### config.mk
export PLATFORM = sky130hd
export DESIGN_NAME = sha256_stream_hasher_top
export DESIGN_NICKNAME = d
export VERILOG_FILES = /design/src/rtl/shs_pkg.sv /design/src/rtl/shs_ctrl.sv /design/src/rtl/shs_datapath.sv /design/src/rtl/sha256_stream_hasher_top.sv
export VERILOG_INCLUDE_DIRS = /design/src /design/src/rtl
export SDC_FILE = /design/constraint.sdc
export NUM_CORES = 2
export LEC_CHECK = 0
export BUFFER_PORTS_ARGS = -buffer_cell sky130_fd_sc_hd__buf_2
export CORE_MARGIN = 10
export CORE_UTILIZATION = 45
export DETAILED_ROUTE_END_ITERATION = 7
export HOLD_SLACK_MARGIN = 0.03
export SLEW_MARGIN = 20
export SYNTH_ARGS = -nofsm -noshare
export SYNTH_HDL_FRONTEND = slang
export SYNTH_SLANG_ARGS = --single-unit
### constraint.sdc
create_clock -name clk -period 17.2 [get_ports clk]
set_input_delay 0 -clock clk [delete_from_list [all_inputs] [get_ports clk]]
set_output_delay 0 -clock clk [all_outputs]
set_load 0.05 [all_outputs]
### src/rtl/sha256_stream_hasher_top_assert.svh
// ----------------------------------------------------------------------------
// sha256_stream_hasher_top_assert.svh
// Assertion macros used by the hasher top.
// ----------------------------------------------------------------------------
`ifndef SHA256_STREAM_HASHER_TOP_ASSERT_SVH
`define SHA256_STREAM_HASHER_TOP_ASSERT_SVH

// Same-cycle implication, checked on every rising edge outside reset
`define SHS_ASSERT_NOW(lbl, ante, cons, msg) \
  lbl: assert property (@(posedge clk) disable iff (!rst_n) (ante) |-> (cons)) \
    else $error(msg);

// Next-cycle implication, checked on every rising edge outside reset
`define SHS_ASSERT_NEXT(lbl, ante, cons, msg) \
  lbl: assert property (@(posedge clk) disable iff (!rst_n) (ante) |=> (cons)) \
    else $error(msg);

`endif

### src/rtl/shs_pkg.sv
// ----------------------------------------------------------------------------
// shs_pkg
// Types, constants and round functions for the SHA-256 stream hasher.
// ----------------------------------------------------------------------------
`default_nettype none

package shs_pkg;

  // Opcodes carried on the input tuser
  localparam logic OP_ABSORB = 1'b0;
  localparam logic OP_FINISH = 1'b1;

  // Padding and block positions
  localparam logic [7:0] PAD_MARK = 8'h80;
  localparam logic [7:0] PAD_ZERO = 8'h00;
  localparam logic [5:0] LEN_POS  = 6'd56;
  localparam logic [5:0] BLK_LAST = 6'h3F;
  localparam logic [5:0] RND_LAST = 6'd63;
  localparam logic [2:0] EMIT_LAST = 3'd7;
  localparam logic [1:0] WORD_LAST_BYTE = 2'd3;

  localparam logic [31:0] HASH_INIT [8] = '{
    32'h6a09e667, 32'hbb67ae85, 32'h3c6ef372, 32'ha54ff53a,
    32'h510e527f, 32'h9b05688c, 32'h1f83d9ab, 32'h5be0cd19};

  localparam logic [31:0] ROUND_K [64] = '{
    32'h428a2f98, 32'h71374491, 32'hb5c0fbcf, 32'he9b5dba5,
    32'h3956c25b, 32'h59f111f1, 32'h923f82a4, 32'hab1c5ed5,
    32'hd807aa98, 32'h12835b01, 32'h243185be, 32'h550c7dc3,
    32'h72be5d74, 32'h80deb1fe, 32'h9bdc06a7, 32'hc19bf174,
    32'he49b69c1, 32'hefbe4786, 32'h0fc19dc6, 32'h240ca1cc,
    32'h2de92c6f, 32'h4a7484aa, 32'h5cb0a9dc, 32'h76f988da,
    32'h983e5152, 32'ha831c66d, 32'hb00327c8, 32'hbf597fc7,
    32'hc6e00bf3, 32'hd5a79147, 32'h06ca6351, 32'h14292967,
    32'h27b70a85, 32'h2e1b2138, 32'h4d2c6dfc, 32'h53380d13,
    32'h650a7354, 32'h766a0abb, 32'h81c2c92e, 32'h92722c85,
    32'ha2bfe8a1, 32'ha81a664b, 32'hc24b8b70, 32'hc76c51a3,
    32'hd192e819, 32'hd6990624, 32'hf40e3585, 32'h106aa070,
    32'h19a4c116, 32'h1e376c08, 32'h2748774c, 32'h34b0bcb5,
    32'h391c0cb3, 32'h4ed8aa4a, 32'h5b9cca4f, 32'h682e6ff3,
    32'h748f82ee, 32'h78a5636f, 32'h84c87814, 32'h8cc70208,
    32'h90befffa, 32'ha4506ceb, 32'hbef9a3f7, 32'hc67178f2};

  // Controller states
  typedef enum logic [2:0] {
    ST_IDLE,
    ST_PAD,
    ST_ROUND,
    ST_ADDH,
    ST_EMIT
  } shs_state_t;

  // Source of the byte pushed into the block
  typedef enum logic [1:0] {
    BSEL_DATA,
    BSEL_MARK,
    BSEL_PAD
  } shs_bsel_t;

  // Commands from controller to datapath
  typedef struct packed {
    logic      push;
    shs_bsel_t bsel;
    logic      count_byte;
    logic      latch_len;
    logic      round_en;
    logic      add_hash;
    logic      emit_shift;
  } shs_cmd_t;

  // Status from datapath to controller
  typedef struct packed {
    logic blk_end;
    logic pad_len;
    logic rnd_last;
    logic emit_last;
  } shs_stat_t;

  function automatic logic [31:0] big_sig0(input logic [31:0] x);
    return {x[1:0], x[31:2]} ^ {x[12:0], x[31:13]} ^ {x[21:0], x[31:22]};
  endfunction

  function automatic logic [31:0] big_sig1(input logic [31:0] x);
    return {x[5:0], x[31:6]} ^ {x[10:0], x[31:11]} ^ {x[24:0], x[31:25]};
  endfunction

  function automatic logic [31:0] sml_sig0(input logic [31:0] x);
    return {x[6:0], x[31:7]} ^ {x[17:0], x[31:18]} ^ {3'b000, x[31:3]};
  endfunction

  function automatic logic [31:0] sml_sig1(input logic [31:0] x);
    return {x[16:0], x[31:17]} ^ {x[18:0], x[31:19]} ^ {10'b0, x[31:10]};
  endfunction

endpackage

`default_nettype wire

### src/rtl/shs_ctrl.sv
// ----------------------------------------------------------------------------
// shs_ctrl
// Sequencer: absorb, padding, compression rounds, hash update, digest output.
// ----------------------------------------------------------------------------
`default_nettype none

module shs_ctrl (
  input  wire logic              clk,
  input  wire logic              rst_n,
  input  wire logic              in_tvalid,
  input  wire logic              in_opcode,
  output logic                   in_tready,
  output logic                   out_tvalid,
  input  wire logic              out_tready,
  input  wire shs_pkg::shs_stat_t status,
  output shs_pkg::shs_cmd_t      cmd
);
  import shs_pkg::*;

  shs_state_t state_r, state_nxt;
  logic       fin_r, fin_nxt;     // finish in progress
  logic       last_r, last_nxt;   // block in flight carries the length

  // Hold state and flags
  always_ff @(posedge clk) begin
    if (!rst_n) begin
      state_r <= ST_IDLE;
      fin_r   <= 1'b0;
      last_r  <= 1'b0;
    end else begin
      state_r <= state_nxt;
      fin_r   <= fin_nxt;
      last_r  <= last_nxt;
    end
  end

  // Next state and commands
  always_comb begin
    state_nxt  = state_r;
    fin_nxt    = fin_r;
    last_nxt   = last_r;
    cmd        = '0;
    cmd.bsel   = BSEL_DATA;
    in_tready  = 1'b0;
    out_tvalid = 1'b0;
    unique case (state_r)
      ST_IDLE: begin
        in_tready = 1'b1;
        if (in_tvalid) begin
          cmd.push = 1'b1;
          if (in_opcode == OP_ABSORB) begin
            cmd.bsel       = BSEL_DATA;
            cmd.count_byte = 1'b1;
            if (status.blk_end) begin
              state_nxt = ST_ROUND;
            end
          end else begin
            // Append the marker byte and capture the bit length
            cmd.bsel      = BSEL_MARK;
            cmd.latch_len = 1'b1;
            fin_nxt       = 1'b1;
            last_nxt      = 1'b0;
            state_nxt     = status.blk_end ? ST_ROUND : ST_PAD;
          end
        end
      end
      ST_PAD: begin
        cmd.push = 1'b1;
        cmd.bsel = BSEL_PAD;
        if (status.blk_end) begin
          last_nxt  = status.pad_len;
          state_nxt = ST_ROUND;
        end
      end
      ST_ROUND: begin
        cmd.round_en = 1'b1;
        if (status.rnd_last) begin
          state_nxt = ST_ADDH;
        end
      end
      ST_ADDH: begin
        cmd.add_hash = 1'b1;
        priority if (fin_r && last_r) begin
          state_nxt = ST_EMIT;
        end else if (fin_r) begin
          state_nxt = ST_PAD;
        end else begin
          state_nxt = ST_IDLE;
        end
      end
      ST_EMIT: begin
        out_tvalid = 1'b1;
        if (out_tready) begin
          cmd.emit_shift = 1'b1;
          if (status.emit_last) begin
            fin_nxt   = 1'b0;
            last_nxt  = 1'b0;
            state_nxt = ST_IDLE;
          end
        end
      end
      default: begin
        state_nxt = ST_IDLE;
      end
    endcase
  end

endmodule

`default_nettype wire

### src/rtl/shs_datapath.sv
// ----------------------------------------------------------------------------
// shs_datapath
// Byte packing, rolling message schedule, round unit, hash and length state.
// ----------------------------------------------------------------------------
`default_nettype none

module shs_datapath (
  input  wire logic              clk,
  input  wire logic              rst_n,
  input  wire shs_pkg::shs_cmd_t cmd,
  input  wire logic [7:0]        in_byte,
  output shs_pkg::shs_stat_t     status,
  output logic [31:0]            digest_word
);
  import shs_pkg::*;

  logic [5:0]  pos_r, pos_nxt;          // byte position in block
  logic [60:0] cnt_r, cnt_nxt;          // message bytes absorbed
  logic        len_phase_r, len_phase_nxt;
  logic [5:0]  rnd_r, rnd_nxt;
  logic [2:0]  emit_r, emit_nxt;
  logic [31:0] hash_r [8];
  logic [31:0] hash_nxt [8];

  logic [23:0] acc_r;                   // first three bytes of a word
  logic [63:0] len_r;                   // bit length, sent MSB byte first
  logic [31:0] w_r [16];                // schedule window, w_r[0] is current
  logic [31:0] v_r [8];                 // working variables a..h

  logic [7:0]  push_byte;
  logic        pad_len;
  logic        w_shift;
  logic [31:0] w_in;
  logic [31:0] w_new;
  logic [31:0] t1;
  logic [31:0] t2;

  assign pad_len = len_phase_r || (pos_r == LEN_POS);

  // Select the byte entering the block
  always_comb begin
    unique case (cmd.bsel)
      BSEL_DATA: push_byte = in_byte;
      BSEL_MARK: push_byte = PAD_MARK;
      BSEL_PAD:  push_byte = pad_len ? len_r[63:56] : PAD_ZERO;
      default:   push_byte = PAD_ZERO;
    endcase
  end

  // Schedule expansion and round arithmetic
  assign w_new = sml_sig1(w_r[14]) + w_r[9] + sml_sig0(w_r[1]) + w_r[0];
  assign t1 = v_r[7] + big_sig1(v_r[4]) + (v_r[6] ^ (v_r[4] & (v_r[5] ^ v_r[6])))
            + ROUND_K[rnd_r] + w_r[0];
  assign t2 = big_sig0(v_r[0]) + ((v_r[0] & v_r[1]) | (v_r[2] & (v_r[0] | v_r[1])));

  assign w_shift = cmd.round_en || (cmd.push && (pos_r[1:0] == WORD_LAST_BYTE));
  assign w_in    = cmd.round_en ? w_new : {acc_r, push_byte};

  // Control counters and hash state
  always_comb begin
    pos_nxt       = pos_r;
    cnt_nxt       = cnt_r;
    len_phase_nxt = len_phase_r;
    rnd_nxt       = rnd_r;
    emit_nxt      = emit_r;
    for (int i = 0; i < 8; i++) begin
      hash_nxt[i] = hash_r[i];
    end
    if (cmd.push) begin
      pos_nxt = pos_r + 6'd1;
      if (cmd.bsel == BSEL_PAD && pad_len) begin
        len_phase_nxt = 1'b1;
      end
      if (pos_r == BLK_LAST) begin
        len_phase_nxt = 1'b0;
        rnd_nxt       = '0;
      end
    end
    if (cmd.count_byte) begin
      cnt_nxt = cnt_r + 61'd1;
    end
    if (cmd.latch_len) begin
      cnt_nxt = '0;
    end
    if (cmd.round_en) begin
      rnd_nxt = rnd_r + 6'd1;
    end
    if (cmd.add_hash) begin
      for (int i = 0; i < 8; i++) begin
        hash_nxt[i] = hash_r[i] + v_r[i];
      end
    end
    // Shift the digest out and refill with the initial values
    if (cmd.emit_shift) begin
      for (int i = 0; i < 7; i++) begin
        hash_nxt[i] = hash_r[i + 1];
      end
      hash_nxt[7] = HASH_INIT[emit_r];
      emit_nxt    = emit_r + 3'd1;
    end
  end

  always_ff @(posedge clk) begin
    if (!rst_n) begin
      pos_r       <= '0;
      cnt_r       <= '0;
      len_phase_r <= 1'b0;
      rnd_r       <= '0;
      emit_r      <= '0;
      for (int i = 0; i < 8; i++) begin
        hash_r[i] <= HASH_INIT[i];
      end
    end else begin
      pos_r       <= pos_nxt;
      cnt_r       <= cnt_nxt;
      len_phase_r <= len_phase_nxt;
      rnd_r       <= rnd_nxt;
      emit_r      <= emit_nxt;
      for (int i = 0; i < 8; i++) begin
        hash_r[i] <= hash_nxt[i];
      end
    end
  end

  // Payload registers: packing, length, schedule window, working variables
  always_ff @(posedge clk) begin
    if (cmd.push) begin
      acc_r <= {acc_r[15:0], push_byte};
    end
    if (cmd.latch_len) begin
      len_r <= {cnt_r, 3'b000};
    end else if (cmd.push && cmd.bsel == BSEL_PAD && pad_len) begin
      len_r <= {len_r[55:0], 8'h00};
    end
    if (w_shift) begin
      for (int i = 0; i < 15; i++) begin
        w_r[i] <= w_r[i + 1];
      end
      w_r[15] <= w_in;
    end
    if (cmd.push && pos_r == BLK_LAST) begin
      for (int i = 0; i < 8; i++) begin
        v_r[i] <= hash_r[i];
      end
    end else if (cmd.round_en) begin
      v_r[7] <= v_r[6];
      v_r[6] <= v_r[5];
      v_r[5] <= v_r[4];
      v_r[4] <= v_r[3] + t1;
      v_r[3] <= v_r[2];
      v_r[2] <= v_r[1];
      v_r[1] <= v_r[0];
      v_r[0] <= t1 + t2;
    end
  end

  assign status.blk_end   = (pos_r == BLK_LAST);
  assign status.pad_len   = pad_len;
  assign status.rnd_last  = (rnd_r == RND_LAST);
  assign status.emit_last = (emit_r == EMIT_LAST);
  assign digest_word      = hash_r[0];

endmodule

`default_nettype wire

### src/rtl/sha256_stream_hasher_top.sv
// ----------------------------------------------------------------------------
// sha256_stream_hasher_top
// SHA-256 over a byte stream: absorb bytes, finish to emit the 8-word digest.
//
//   Channel | Dir | tdata             | tuser       | tlast
//   in_     | in  | [7:0] data_byte   | [0] opcode  | -
//   out_    | out | [31:0] digest_word| -           | last_word
//
// An absorb beat is taken while idle; the beat that fills a 64-byte block
// then starts 64 rounds on the single round unit and a hash update.
// A finish pushes the marker, then the later padding bytes (8 to 71), runs
// one or two compressions, then gives eight output beats.
// Input is held off while padding, compressing or emitting the digest.
// Reset loads the initial hash values and clears the byte count.
// ----------------------------------------------------------------------------
`default_nettype none

module sha256_stream_hasher_top (
  input  wire logic        clk,
  input  wire logic        rst_n,
  input  wire logic        in_tvalid,
  output logic             in_tready,
  input  wire logic [7:0]  in_tdata,   // [7:0] data_byte
  input  wire logic        in_tuser,   // [0] opcode
  output logic             out_tvalid,
  input  wire logic        out_tready,
  output logic [31:0]      out_tdata,  // [31:0] digest_word
  output logic             out_tlast
);
  import shs_pkg::*;

  shs_cmd_t  cmd;
  shs_stat_t status;

  // Sequencer
  shs_ctrl u_ctrl (
    .clk        (clk),
    .rst_n      (rst_n),
    .in_tvalid  (in_tvalid),
    .in_opcode  (in_tuser),
    .in_tready  (in_tready),
    .out_tvalid (out_tvalid),
    .out_tready (out_tready),
    .status     (status),
    .cmd        (cmd)
  );

  // Hash datapath
  shs_datapath u_datapath (
    .clk         (clk),
    .rst_n       (rst_n),
    .cmd         (cmd),
    .in_byte     (in_tdata),
    .status      (status),
    .digest_word (out_tdata)
  );

  assign out_tlast = status.emit_last;

`include "sha256_stream_hasher_top_assert.svh"

  // No input beat taken while the digest is on offer
  `SHS_ASSERT_NOW(a_no_in_during_emit, out_tvalid, !in_tready,
    "input ready during digest output")
  // Rounds never overlap input acceptance
  `SHS_ASSERT_NOW(a_no_in_during_round, cmd.round_en, !in_tready,
    "input ready during rounds")
  // A filled block starts compression on the next cycle
  `SHS_ASSERT_NEXT(a_fill_starts_round, cmd.push && status.blk_end, cmd.round_en,
    "block filled without compression")
  // The last digest beat ends the output burst
  `SHS_ASSERT_NEXT(a_last_ends_burst, out_tvalid && out_tready && out_tlast,
    !out_tvalid, "digest output ran past last word")

endmodule

`default_nettype wire

==> results_tabular.tex <==
\begin{tabular}{lr}
\hline
Metric & Value \\
\hline
\multicolumn{2}{l}{\textbf{Clock tree}} \\
CTS-repair resized insts & 0 \\
TritonCTS clock tree & done \\
Clk Latency, worst-skew pair & 0.79 ns \\
TritonCTS Buffers & 136 \\
CTS clock-pin slew for the worst setup and hold paths & 0.06 ns \\
Root Driver & clkbuf\_16 \\
Number of sinks driven by the clock tree & between 1k and 1.5k \\
Worst-case clock buffer depth & 3 \\
Number of levels the H-tree was split into & 4 \\
\multicolumn{2}{l}{\textbf{Synthesis}} \\
Cell count after synthesis & 7062 \\
Register bit total from synthesis & 1191 \\
Asr flop ratio synth & 0\% \\
Sequential-to-total area share from yosys stat & 45.48\% \\
Count of cell types in the netlist & 102 \\
Synth warnings & 0 \\
Net count after synthesis & 7673 \\
Cell area after technology mapping & 71190 um2 \\
Post-synth EDFFs & 853 \\
Syn\_area\_per\_cell & 10.08 um2 \\
Primary FF master, synth & edfxtp\_1 \\
\multicolumn{2}{l}{\textbf{Floorplan}} \\
Die X-Extent & 417.8 um \\
Effective utilization at floorplan & 45.42\% \\
Area of the core & approximately 160000 um2 \\
Placement Rows & 145 \\
Vert. Die Dim & 417.8 um \\
Overall die area & 174500 um2 \\
\# IOs & 48 \\
\multicolumn{2}{l}{\textbf{Detailed routing}} \\
Wirelength, routed & 215600 um \\
Remaining antenna violation count after routing & 0 \\
Routed wire per std cell & 23.67 um \\
Ratio of routed vias to standard cells & 5.836 \\
Number of detailed-route iterations in the first pass & 6 \\
Starting DRC count in detailed routing & 4950 \\
Number of vias after detailed routing & 53.16k \\
Remaining routing DRC violations & 0 \\
\multicolumn{2}{l}{\textbf{Setup path}} \\
Data required, critical path & 17.69 ns \\
End of the worst register-to-register path & u\_datapath.v\_r[0][31]\$\_DFFE\_PP\_ \\
Slowest cell on crit path & o21ai\_0 \\
Crit-path max FO & 29 \\
RR Startpoint & u\_datapath.rnd\_r[0]\$\_SDFFE\_PN0P\_ \\
Minimum setup slack among reg-to-reg paths & 6.85 ns \\
Highest cell delay on the worst timing path & 0.63 ns \\
WS Path Type & reg -> reg \\
Depth of the worst register-to-register path & 40 \\
Startpoint type of the worst setup path & register \\
Crit. End Element & register \\
Worst Path Arrival & 10.84 ns \\
\multicolumn{2}{l}{\textbf{Pwr}} \\
Power per cell area & 82.74 nW/um2 \\
Int Pwr & 0.004880 W \\
Proportion of power drawn by flip-flops and latches & between 40\% and 50\% \\
Max VDD drop & 0.00009320 V \\
P\_leak & 30.23 nW \\
Share of total power in the clock network & between 40\% and 50\% \\
Gate power share & 6.7\% \\
Switching share of power & 23.98\% \\
Net Sw Power & 0.001540 W \\
\multicolumn{2}{l}{\textbf{STA}} \\
Worst Tran Pin Value & 1.085 ns \\
Tcrit/Tclk final & about three fifths \\
Final setup skew & 0.04613 ns \\
Max-slew headroom & 26.90\% \\
Number of failing hold endpoints at the final stage & 0 \\
Peak Freq & about 97 MHz \\
Setup violations, final & 0 \\
Setup repair after global routing missed its margin & false \\
Sum Neg Setup Slack & 0 ns \\
Number of slew-limit violations in the final report & 0 \\
Final period demand of the worst path & 10.35 ns \\
\multicolumn{2}{l}{\textbf{Global routing}} \\
First-pass GRT wire length & 321300 um \\
Pin count of the biggest net entering global routing & 191 \\
Final global-route overflow total & 0 \\
Initial antenna violation count & 1 \\
Vias in the first global route & 50.87k \\
Overall fraction of global-route tracks in use & 23.95\% \\
\multicolumn{2}{l}{\textbf{Final layout}} \\
Multi-input combinational cell area & 36300 um2 \\
Filler Cell Count & roughly 14k \\
Layout Utilization & 49.50\% \\
Ratio of cells with drive above 1 in the final layout & under 10\% \\
Signed area change from the synthesized netlist to the final layout & 8.977\% \\
Total number of nets in the final design & 7547 \\
Storage element area & 32390 um2 \\
Filler-free cell count of the finished design & 9109 \\
\multicolumn{2}{l}{\textbf{Job}} \\
Max-cap violations & 0 \\
\multicolumn{2}{l}{\textbf{Worst hold path}} \\
Min-delay worst type & in -> reg \\
Hold path startpoint & in\_tdata[2] \\
Hold endpoint & u\_datapath.acc\_r[2]\$\_DFFE\_PP\_ \\
Worst hold path depth & 3 \\
\multicolumn{2}{l}{\textbf{Place}} \\
HPWL reported at the end of detailed placement & 154600 um \\
Final weighted congestion of routability-driven global placement & 0.9325 \\
IO Port Bufs & 47 \\
Total placed cells including tap cells & 8840 \\
\multicolumn{2}{l}{\textbf{Outcome}} \\
Run status & complete, no violations \\
\hline
\end{tabular}
## cells in the final DEF, fill, tap and decap left out, types with 203 or more instances in the layout
master	count
a21o_1	203
a21oi_1	443
dfxtp_1	334
edfxtp_1	853
ha_1	403
inv_1	260
nand2_1	1333
nor2_1	318
o21ai_0	357
xnor2_1	411
xor2_1	217
## layout make-up
cell class | count | share of cell area [%]
clock inverter | 61 | 0.8322
inverter | 265 | 1.298
multi-input combinational | 5223 | 46.79
tap | 2058 | 3.319
antenna | 1 | 0.003225
sequential | 1191 | 41.75
clock buffer | 191 | 4.864
timing repair buffer | 119 | 1.145
## through the flow
step	hold slack [ns]	setup slack, ns	cell area [um2]	power (W)
after global placement	0.2843	6.988	73000	0.003586
after CTS	0.07530	6.918	77580	0.006476
after global routing	0.1254	6.254	77580	0.006632
final	0.1337	6.845	77580	0.006419
after floorplan	0.2097	3.269	71190	0.003470
after detailed placement	0.2797	6.949	73000	0.003591
## worst max-delay path by stage
stage,cells past startpoint,slack [ns],start,endpoint
6_report,40,6.85,u_datapath.rnd_r[0]$_SDFFE_PN0P_,u_datapath.v_r[0][31]$_DFFE_PP_
3_3_place_gp,40,6.99,u_datapath.rnd_r[0]$_SDFFE_PN0P_,u_datapath.v_r[0][31]$_DFFE_PP_
5_1_grt,40,6.25,u_datapath.rnd_r[0]$_SDFFE_PN0P_,u_datapath.v_r[0][31]$_DFFE_PP_
4_1_cts,40,6.92,u_datapath.rnd_r[0]$_SDFFE_PN0P_,u_datapath.v_r[0][31]$_DFFE_PP_
3_5_place_dp,40,6.95,u_datapath.rnd_r[0]$_SDFFE_PN0P_,u_datapath.v_r[0][31]$_DFFE_PP_
2_1_floorplan,7,3.27,u_ctrl.state_r[1]$_SDFFE_PN0P_,u_datapath.w_r[0][0]$_DFFE_PP_
## per-layer routing
metal | vias up | GRT usage, % | share of wire, % | wire, um
met5 | - | 0 | 0 | 0
met2 | 1894 | 37.53 | 45 | 97040
met1 | 25980 | 33.75 | 45 | 96270
li1 | 24930 | - | - | -
met4 | 0 | 9.075 | 3.9 | 8508
met3 | 353 | 3.144 | 6.4 | 13770
## cell usage after synthesis (all sizes together), types with 61 or more instances
cell type,number,share of area [%]
fa,195,5.5
nand2b,63,0.55
clkbuf,321,1.7
xor2,217,2.7
nand2,1339,7.1
o2111ai,69,0.85
dfxtp,338,9.5
o21a,65,0.69
inv,264,1.4
a21o,203,2.1
ha,403,7.1
nor3,64,0.53
a21oi,444,3.1
nor2,320,1.7
a22oi,121,1.3
o21ai,368,2.6
nand3,112,0.79
edfxtp,853,36
xnor2,411,5.1
buf,62,0.50
o211ai,61,0.64
## sequential cells by signal (all words and copies together), names as in the netlist, 6 cells and up
register and count:
u_datapath.pos_r 6, u_datapath.cnt_r 61, u_datapath.rnd_r 6, u_datapath.hash_r 256, u_datapath.acc_r 24, u_datapath.v_r 256, u_datapath.len_r 61, u_datapath.w_r 512
## power groups by stage
stage                     sequential, W  clock [W]  combinational, W
after floorplan                 0.00318          0          0.000294
after CTS                       0.00311    0.00294          0.000428
final                           0.00311    0.00288          0.000433
after global placement          0.00317          0          0.000416
after global routing            0.00311    0.00305          0.000471
after detailed placement        0.00317          0          0.000420
## critical path: cells and delay by family (launching register included)
kind	cells	cell delay [ns]
buf+inv	4	0.79
xor+xnor	2	0.52
flops	1	0.30
compound gates	17	3.80
fa+ha+maj	7	3.11
simple gates	10	1.55
## what timing repair did
| item | in CTS | in global routing |
|---|---|---|
| setup buffers | 0 | 0 |
| hold buffers | 16 | 0 |
| endpoints found under the hold margin | 217 | 0 |
## cell families after synthesis
kind of cell	count (synthesis)	synth area share, %
buf+inv	648	3.596
fa+ha+maj	619	12.86
simple gates	2178	13.29
xor+xnor	628	7.726
compound gates	1736	16.04
mux	62	0.9983
flops	1191	45.48
Note: power is estimated with default switching activity, not from simulation.
